### src/hdl/websocket_frame_deframer_assert.svh
// ----------------------------------------------------------------------------
// WebSocket deframer assertion macros
// Shorthand for the concurrent checks written at the end of websocket_frame_deframer.
// ----------------------------------------------------------------------------
`ifndef WEBSOCKET_FRAME_DEFRAMER_ASSERT_SVH
`define WEBSOCKET_FRAME_DEFRAMER_ASSERT_SVH

// The consequent must hold in the same cycle as the antecedent.
`define WSDF_ASSERT_SAME(lbl, ante, cons, msg) \
    lbl: assert property (@(posedge clk) disable iff (!rst_n) (ante) |-> (cons)) \
        else $error(msg);

// The consequent must hold in the cycle after the antecedent.
`define WSDF_ASSERT_NEXT(lbl, ante, cons, msg) \
    lbl: assert property (@(posedge clk) disable iff (!rst_n) (ante) |=> (cons)) \
        else $error(msg);

`endif

### src/hdl/wsdf_pkg.sv
// ----------------------------------------------------------------------------
// wsdf_pkg
// Types and constants shared by the WebSocket deframer modules.
// ----------------------------------------------------------------------------
package wsdf_pkg;

    localparam logic [31:0] MAX_MSG_RESET = 32'(1024 * 1024 * 32);
    localparam logic [6:0]  LEN_CODE_16   = 7'd126;
    localparam logic [6:0]  LEN_CODE_64   = 7'd127;
    localparam logic [3:0]  OP_BINARY     = 4'd2;
    localparam logic [3:0]  OP_PING       = 4'd9;
    localparam logic [3:0]  EXT_BYTES_16  = 4'd2;
    localparam logic [3:0]  EXT_BYTES_64  = 4'd8;
    localparam logic [3:0]  KEY_BYTES     = 4'd4;

    typedef enum logic [5:0] {
        PH_HEAD0   = 6'b000001,
        PH_HEAD1   = 6'b000010,
        PH_EXTLEN  = 6'b000100,
        PH_MASK    = 6'b001000,
        PH_PAYLOAD = 6'b010000,
        PH_FAILED  = 6'b100000
    } phase_t;

    typedef enum logic [1:0] {
        KIND_PAYLOAD = 2'd0,
        KIND_MSG_END = 2'd1,
        KIND_PONG    = 2'd2,
        KIND_ERROR   = 2'd3
    } kind_t;

    typedef enum logic [1:0] {
        ERR_NONE      = 2'd0,
        ERR_UNMASKED  = 2'd1,
        ERR_TOO_LARGE = 2'd2
    } err_t;

    typedef enum logic [0:0] {
        CFG_IS_CLIENT = 1'b0,
        CFG_MAX_MSG   = 1'b1
    } cfg_reg_t;

    typedef struct packed {
        logic        is_client;
        logic [31:0] max_message_size;
    } cfg_t;

    typedef struct packed {
        logic        valid;
        kind_t       kind;
        logic [7:0]  payload_byte;
        logic        end_of_message;
        logic [1:0]  message_type;
        err_t        error_code;
    } result_t;

endpackage

### src/hdl/wsdf_parser.sv
// ----------------------------------------------------------------------------
// wsdf_parser
// Frame parse state and the per-byte next-state and result logic.
// ----------------------------------------------------------------------------
module wsdf_parser
    import wsdf_pkg::*;
(
    input  logic       clk,
    input  logic       rst_n,
    input  logic       step,
    input  logic [7:0] in_byte,
    input  cfg_t       cfg,
    output result_t    res
);

    phase_t      phase_reg, phase_next;
    logic        frame_final_reg, frame_final_next;
    logic [3:0]  frame_kind_reg, frame_kind_next;
    logic        frame_masked_reg, frame_masked_next;
    logic [3:0]  len_left_reg, len_left_next;
    logic [63:0] payload_left_reg, payload_left_next;
    logic [31:0] mask_key_reg, mask_key_next;
    logic [1:0]  mask_pos_reg, mask_pos_next;
    logic [31:0] msg_len_reg, msg_len_next;
    logic [1:0]  msg_kind_reg, msg_kind_next;

    always_comb
    begin
        logic        frame_data;
        logic        do_after;
        logic [63:0] al_len;
        logic        al_masked;
        logic        do_start;
        logic [63:0] sp_len;
        logic [1:0]  sp_kind;
        logic [64:0] total;
        logic [63:0] pl_dec;
        logic        last;
        logic [7:0]  key_byte;

        phase_next        = phase_reg;
        frame_final_next  = frame_final_reg;
        frame_kind_next   = frame_kind_reg;
        frame_masked_next = frame_masked_reg;
        len_left_next     = len_left_reg;
        payload_left_next = payload_left_reg;
        mask_key_next     = mask_key_reg;
        mask_pos_next     = mask_pos_reg;
        msg_len_next      = msg_len_reg;
        msg_kind_next     = msg_kind_reg;

        res                = '0;
        res.kind           = KIND_PAYLOAD;
        res.error_code     = ERR_NONE;
        res.message_type   = msg_kind_reg;

        frame_data = (frame_kind_reg <= OP_BINARY);
        do_after   = 1'b0;
        al_len     = '0;
        al_masked  = 1'b0;
        do_start   = 1'b0;
        sp_len     = payload_left_reg;
        sp_kind    = msg_kind_reg;
        total      = '0;
        pl_dec     = payload_left_reg - 64'd1;
        last       = (pl_dec == 64'd0);

        unique case (mask_pos_reg)
            2'd0:    key_byte = mask_key_reg[31:24];
            2'd1:    key_byte = mask_key_reg[23:16];
            2'd2:    key_byte = mask_key_reg[15:8];
            default: key_byte = mask_key_reg[7:0];
        endcase

        unique case (phase_reg)
            PH_HEAD0:
            begin
                frame_final_next = in_byte[7];
                frame_kind_next  = in_byte[3:0];
                phase_next       = PH_HEAD1;
            end
            PH_HEAD1:
            begin
                frame_masked_next = in_byte[7];
                if (frame_data && !cfg.is_client && !in_byte[7])
                begin
                    phase_next     = PH_FAILED;
                    res.valid      = 1'b1;
                    res.kind       = KIND_ERROR;
                    res.error_code = ERR_UNMASKED;
                end
                else
                begin
                    if (frame_kind_reg == OP_PING)
                    begin
                        res.valid = 1'b1;
                        res.kind  = KIND_PONG;
                    end
                    payload_left_next = '0;
                    if (in_byte[6:0] == LEN_CODE_16)
                    begin
                        len_left_next = EXT_BYTES_16;
                        phase_next    = PH_EXTLEN;
                    end
                    else if (in_byte[6:0] == LEN_CODE_64)
                    begin
                        len_left_next = EXT_BYTES_64;
                        phase_next    = PH_EXTLEN;
                    end
                    else
                    begin
                        do_after  = 1'b1;
                        al_len    = {57'd0, in_byte[6:0]};
                        al_masked = in_byte[7];
                    end
                end
            end
            PH_EXTLEN:
            begin
                payload_left_next = {payload_left_reg[55:0], in_byte};
                len_left_next     = len_left_reg - 4'd1;
                if (len_left_next == 4'd0)
                begin
                    do_after  = 1'b1;
                    al_len    = payload_left_next;
                    al_masked = frame_masked_reg;
                end
            end
            PH_MASK:
            begin
                mask_key_next = {mask_key_reg[23:0], in_byte};
                len_left_next = len_left_reg - 4'd1;
                if (len_left_next == 4'd0)
                begin
                    do_start = 1'b1;
                end
            end
            PH_PAYLOAD:
            begin
                mask_pos_next     = mask_pos_reg + 2'd1;
                payload_left_next = pl_dec;
                if (last)
                begin
                    phase_next = PH_HEAD0;
                end
                if (frame_data)
                begin
                    res.valid          = 1'b1;
                    res.kind           = KIND_PAYLOAD;
                    res.payload_byte   = in_byte ^ key_byte;
                    res.end_of_message = last && frame_final_reg;
                    if (last && frame_final_reg)
                    begin
                        msg_len_next  = '0;
                        msg_kind_next = '0;
                    end
                end
            end
            default:
            begin
                phase_next = PH_FAILED;
            end
        endcase

        // Length known: size check for data frames, then mask key or header completion.
        if (do_after)
        begin
            payload_left_next = al_len;
            sp_len            = al_len;
            total             = {33'd0, msg_len_reg} + {1'b0, al_len};
            if (frame_data && (total >= {33'd0, cfg.max_message_size}))
            begin
                phase_next     = PH_FAILED;
                res.valid      = 1'b1;
                res.kind       = KIND_ERROR;
                res.error_code = ERR_TOO_LARGE;
            end
            else
            begin
                if (frame_data)
                begin
                    msg_len_next = total[31:0];
                    if ((msg_kind_reg == 2'd0) && (frame_kind_reg != 4'd0))
                    begin
                        msg_kind_next = frame_kind_reg[1:0];
                    end
                end
                sp_kind       = msg_kind_next;
                mask_key_next = '0;
                if (al_masked)
                begin
                    len_left_next = KEY_BYTES;
                    phase_next    = PH_MASK;
                end
                else
                begin
                    do_start = 1'b1;
                end
            end
        end

        // Header complete: an empty frame finishes here.
        if (do_start)
        begin
            mask_pos_next = 2'd0;
            if (sp_len == 64'd0)
            begin
                phase_next = PH_HEAD0;
                if (frame_data && frame_final_reg)
                begin
                    res.valid          = 1'b1;
                    res.kind           = KIND_MSG_END;
                    res.end_of_message = 1'b1;
                    res.message_type   = sp_kind;
                    msg_len_next       = '0;
                    msg_kind_next      = '0;
                end
            end
            else
            begin
                phase_next = PH_PAYLOAD;
            end
        end
    end

    always_ff @(posedge clk or negedge rst_n)
    begin
        if (!rst_n)
        begin
            phase_reg        <= PH_HEAD0;
            frame_final_reg  <= 1'b0;
            frame_kind_reg   <= '0;
            frame_masked_reg <= 1'b0;
            len_left_reg     <= '0;
            payload_left_reg <= '0;
            mask_key_reg     <= '0;
            mask_pos_reg     <= '0;
            msg_len_reg      <= '0;
            msg_kind_reg     <= '0;
        end
        else if (step)
        begin
            phase_reg        <= phase_next;
            frame_final_reg  <= frame_final_next;
            frame_kind_reg   <= frame_kind_next;
            frame_masked_reg <= frame_masked_next;
            len_left_reg     <= len_left_next;
            payload_left_reg <= payload_left_next;
            mask_key_reg     <= mask_key_next;
            mask_pos_reg     <= mask_pos_next;
            msg_len_reg      <= msg_len_next;
            msg_kind_reg     <= msg_kind_next;
        end
    end

endmodule

### src/hdl/websocket_frame_deframer.sv
// ----------------------------------------------------------------------------
// websocket_frame_deframer
// Receive-side WebSocket frame parser: header, extended length, mask key,
// unmasked payload beats, pong requests and sticky errors.
// ----------------------------------------------------------------------------
// Usage:
// Received connection bytes enter on the s_ channel, one byte per beat.
// Each byte produces zero or one result beat on the m_ channel: an unmasked
// payload byte, an empty message end, a pong request or an error. m_tlast
// marks the last byte (or the empty end marker) of a complete message.
// A result appears on m_ in the cycle after its input byte is taken.
// Throughput is one byte per clock while m_tready stays high; the single
// pass from the parse state through the 65-bit length add and compare to
// the result register sets the clock period, not the rate.
// The output register decouples the sides: s_tready stays high while the
// result register is empty or is being drained. When the receiver holds
// m_tready low with a result pending, s_tready drops until it is taken.
// Configuration (is_client, max_message_size) is written through cfg_we /
// cfg_index / cfg_data while the stream is idle.
// Reset puts the parser at the first header byte, clears the message length,
// sets server mode and a 32 MiB message limit. After an error the block
// reports it once and drops all further bytes until reset.
// ----------------------------------------------------------------------------
module websocket_frame_deframer
    import wsdf_pkg::*;
(
    input  logic        clk,
    input  logic        rst_n,

    input  logic        s_tvalid,
    output logic        s_tready,
    input  logic [7:0]  s_tdata,    // [7:0] in_byte

    output logic        m_tvalid,
    input  logic        m_tready,
    output logic [15:0] m_tdata,    // [7:0] payload_byte, [9:8] error_code, rest zero
    output logic        m_tlast,    // end_of_message
    output logic [3:0]  m_tuser,    // [1:0] kind, [3:2] message_type

    input  logic        cfg_we,
    input  logic [0:0]  cfg_index,
    input  logic [31:0] cfg_data
);

`include "websocket_frame_deframer_assert.svh"

    cfg_t    cfg_reg;
    result_t res;
    result_t out_reg;
    logic    out_valid_reg;
    logic    step;

    // Configuration registers; the user must write them only while the stream is idle (not enforced here).
    always_ff @(posedge clk or negedge rst_n)
    begin
        if (!rst_n)
        begin
            cfg_reg.is_client        <= 1'b0;
            cfg_reg.max_message_size <= MAX_MSG_RESET;
        end
        else if (cfg_we)
        begin
            unique case (cfg_reg_t'(cfg_index))
                CFG_IS_CLIENT: cfg_reg.is_client        <= cfg_data[0];
                CFG_MAX_MSG:   cfg_reg.max_message_size <= cfg_data;
                default:       cfg_reg                  <= cfg_reg;
            endcase
        end
    end

    // A byte is taken whenever the result register is free or drains now.
    assign s_tready = !out_valid_reg || m_tready;
    assign step     = s_tvalid && s_tready;

    wsdf_parser u_parser (
        .clk     (clk),
        .rst_n   (rst_n),
        .step    (step),
        .in_byte (s_tdata),
        .cfg     (cfg_reg),
        .res     (res)
    );

    always_ff @(posedge clk or negedge rst_n)
    begin
        if (!rst_n)
        begin
            out_valid_reg <= 1'b0;
        end
        else if (step)
        begin
            out_valid_reg <= res.valid;
        end
        else if (m_tready)
        begin
            out_valid_reg <= 1'b0;
        end
    end

    // Payload side of the result register carries no reset.
    always_ff @(posedge clk)
    begin
        if (step && res.valid)
        begin
            out_reg <= res;
        end
    end

    assign m_tvalid = out_valid_reg;
    assign m_tdata  = {6'd0, out_reg.error_code, out_reg.payload_byte};
    assign m_tlast  = out_reg.end_of_message;
    assign m_tuser  = {out_reg.message_type, out_reg.kind};

    // Only payload beats carry a data byte.
    `WSDF_ASSERT_SAME(a_byte_only_payload,
        m_tvalid && (out_reg.kind != KIND_PAYLOAD), m_tdata[7:0] == 8'd0,
        "non-payload beat carries a data byte")

    // An error code comes with an error beat and only with it.
    `WSDF_ASSERT_SAME(a_err_code_match,
        m_tvalid, (out_reg.kind == KIND_ERROR) == (out_reg.error_code != ERR_NONE),
        "error code and beat kind disagree")

    // A message end only marks payload beats or the empty end marker.
    `WSDF_ASSERT_SAME(a_last_kind,
        m_tvalid && m_tlast,
        (out_reg.kind == KIND_PAYLOAD) || (out_reg.kind == KIND_MSG_END),
        "message end on a pong or error beat")

    // Once an error beat leaves, the block stays silent.
    `WSDF_ASSERT_NEXT(a_silent_after_error,
        m_tvalid && m_tready && (out_reg.kind == KIND_ERROR), !m_tvalid,
        "result produced after an error")

endmodule
### config.mk
export PLATFORM = sky130hd
export DESIGN_NAME = websocket_frame_deframer
export DESIGN_NICKNAME = d
export VERILOG_FILES = /design/src/hdl/wsdf_pkg.sv /design/src/hdl/wsdf_parser.sv /design/src/hdl/websocket_frame_deframer.sv
export VERILOG_INCLUDE_DIRS = /design/src /design/src/hdl
export SDC_FILE = /design/constraint.sdc
export NUM_CORES = 1
export LEC_CHECK = 0
export BUFFER_PORTS_ARGS = -buffer_cell sky130_fd_sc_hd__buf_2
export CORE_ASPECT_RATIO = 1.4
export CORE_UTILIZATION = 55
export CTS_CLUSTER_SIZE = 40
export DETAILED_ROUTE_END_ITERATION = 16
export HOLD_SLACK_MARGIN = 0.06
export PLACE_DENSITY = 0.72
export SKIP_CTS_REPAIR_TIMING = 1
export SYNTH_ARGS = -nofsm -noshare
export SYNTH_HDL_FRONTEND = slang
export SYNTH_SLANG_ARGS = --single-unit
### constraint.sdc
create_clock -name clk -period 11.7 [get_ports clk]
set_input_delay 3.51 -clock clk [delete_from_list [all_inputs] [get_ports clk]]
set_output_delay 3.51 -clock clk [all_outputs]
set_load 0.01 [all_outputs]
==> run summary <==
outcome = finished clean
WP data arrival = 11.16 ns
vias in the first global route = 13990
top-area cell type share of the netlist area = 29.6%
met3 Track Usage GR = 5.56%
Post-synth ARST share = 92.4%
Max FO, Critical Path = 15
DIE HEIGHT = 199 um
most common cell after layout, fill and taps aside = dfrtp_1
Clock Latency Late Sink = 0.46 ns
Via Count = 14683
Worst setup EP type = flop
Total Nets Final = 1893
largest net degree at the start of global routing = 103
met2 GRT Util = 57.5%
area grow syn2layout = 5.66%
largest buffer count on any clock path = 2
Synth Flop Type = dfrtp_1
clock-pin slew on the worst setup and hold paths = 0.08 ns
YS warnings = 0
# H-tree levels = 4
WL final = 48900 um
critical path type = in2reg
GPL Wtd Cong = 1.01
starting DRC count in detailed routing = 1156
GRT overflow = 0
Routed Antenna Nets = 0
Initial Utilization = 56.4%
post-route setup slack = 0.702 ns
Tmin final = 11.00 ns
CTS tree = done
Hold Path Origin = u_parser.mask_key_reg[31]
CTS buffer count = 17
DIE WIDTH = 143 um
Seq/Total Area, Yosys = 32.9%
Peak VDD IR = 0.103 mV
Clock Sinks = 197
FF-to-FF Start = u_parser.len_left_reg[0]
Mapped Avg Cell Area = 8.46 sq um
Fin Setup TNS = 0 ns
number of flip-flops in the largest register = 64
Root Driver = clkbuf_16
post-synthesis register bit count = 197
total of max-cap violations = 0
drt pass-1 iters = 8
Post-synth EDFFs = 15
Avg WL per Cell = 22.7 um
fin crit share = 94.0%
drt drc = 0
Clock Skew = 0.00952 ns
WP data required = 11.86 ns
Slowest-stage cell, CP = or4_1
All-Layer GR Usage = 35.4%
Post-Synthesis Cells = 1800
share of layout cells above drive strength 1 = 11.2%
WHS Endpoint = u_parser.mask_key_reg[31]
fill count = 2536
Setup crit start kind = input pin
Reg2Reg Depth = 34
post-DP HPWL = 35800 um
fmax = 0.0909 GHz
most used routing layer = met2
final setup fails = 0
pre-CTS setup slack = 0.304 ns
area of the die = 28400 sq um
PwrDens = 106 nW/um^2
Worst Hold Class = reg2reg
Ports = 69
static leakage = 6.77 nW
max incr delay on CP = 0.53 ns
first-pass GRT wire length = 76200 um
met1 Use GR = 41.7%
post-synthesis cell area = 15200 sq um
Yosys cell types = 97
num rows = 71
Synth area leaders = dfrtp_1 (30%), ha_1 (5.9%), o21ai_0 (5.0%), a21oi_1 (4.1%), a22o_1 (3.8%)
leading area contributor after synthesis = dfrtp_1
relative slew slack = 15.0%
vias per cell = 6.82
reg2reg end = m_tuser[2]
antenna violations before repair = 3
Critical Path Start = s_tdata[7]
hold path depth = 1
core area = 27000 sq um
number of port buffers = 62
commonest cells after routing, fill and taps aside = dfrtp_1 (180), o21ai_0 (153), nor2_1 (139)
RSZ-0062 raised after global routing = no
Hold Fails Final Rpt = 0
Max Transition Viols Final = 0
Reg2Reg Setup Slack = 2.45 ns
Least-Margin Pin Slew = 1.27 ns
cell families (layout without fill, tap and decap cells):
group / count (synthesis) / after routing / share of synthesized area, %
AO/OA/AOI/OAI: 581 / 581 / 25.6
buffers and inverters: 204 / 186 / 6.35
flip-flops: 197 / 197 / 32.9
XOR/XNOR: 73 / 73 / 4.20
adder cells (fa/ha/maj): 73 / 73 / 6.05
AND/OR/NAND/NOR: 628 / 628 / 21.8
other: 1 / 7 / 0.0246
multiplexers: 43 / 43 / 3.16
synth_stat cells (all sizes together), types with 15 or more instances:
cell type / n
dfrtp: 180
o21ai: 157
nor2: 143
nand2: 132
a21oi: 125
clkbuf: 81
ha: 72
inv: 71
a22o: 68
nor3: 63
xnor2: 56
nand3: 54
buf: 52
nor4: 51
nand4: 48
mux2: 40
and2: 32
a21o: 31
and3: 22
a22oi: 21
a31oi: 18
or3: 18
xor2: 17
a211oi: 15
a32oi: 15
edfxtp: 15
power by group:
group	internal (mW)	switching, mW
clock network	0.287	0.303
registers	0.738	0.107
logic	0.100	0.171
worst max-delay path, delay by kind of cell:
| kind | cells | cell delay, ns |
|---|---|---|
| AO/OA/AOI/OAI | 14 | 3.33 |
| AND/OR/NAND/NOR | 10 | 2.85 |
| adder cells (fa/ha/maj) | 3 | 0.72 |
| buffers and inverters | 3 | 0.51 |
| XOR/XNOR | 1 | 0.23 |
per-layer routing:
layer / up-vias / part of all wire (%)
li1: 6685 / -
met2: 795 / 47
met4: 4 / 7.6
met5: - / 0.047
met1: 6993 / 39
met3: 206 / 7.1
stage by stage:
step | cells | cell area, sq um | utilization, % | total power [mW] | hold WS (ns)
floorplan | 1805 | 15200 | - | 1.00 | 0.466
global placement | 2120 | 15500 | 57.4 | 1.11 | 0.482
detailed placement | 2120 | 15500 | 57.4 | 1.11 | 0.485
CTS | 2152 | 16100 | 59.6 | 1.70 | 0.509
global route | 2153 | 16100 | 59.6 | 1.77 | 0.516
finish | 2153 | 16100 | 59.6 | 1.71 | 0.505
area by class of cell:
class,instances,area [sq um],share of cell area (%)
flip-flops and latches,197,5010,31.1
clock inverters,14,151,0.941
inverters,71,267,1.66
well taps,365,457,2.84
clock buffers,18,429,2.67
repair buffers,83,477,2.96
diodes,1,2.50,0.0156
multi-input cells,1404,9300,57.8
worst max path at each step:
stage | cells past startpoint | endpoint | slack (ns)
after global placement | 31 | m_tdata[2] | 0.50
after detailed placement | 31 | m_tdata[2] | 0.30
after floorplan | 31 | m_tdata[0] | 0.74
final | 31 | m_tuser[2] | 0.70
after global routing | 32 | m_tuser[2] | 0.1
after CTS | 30 | m_tuser[2] | 0.75
No activity file was read; power rests on OpenSTA's default activity.
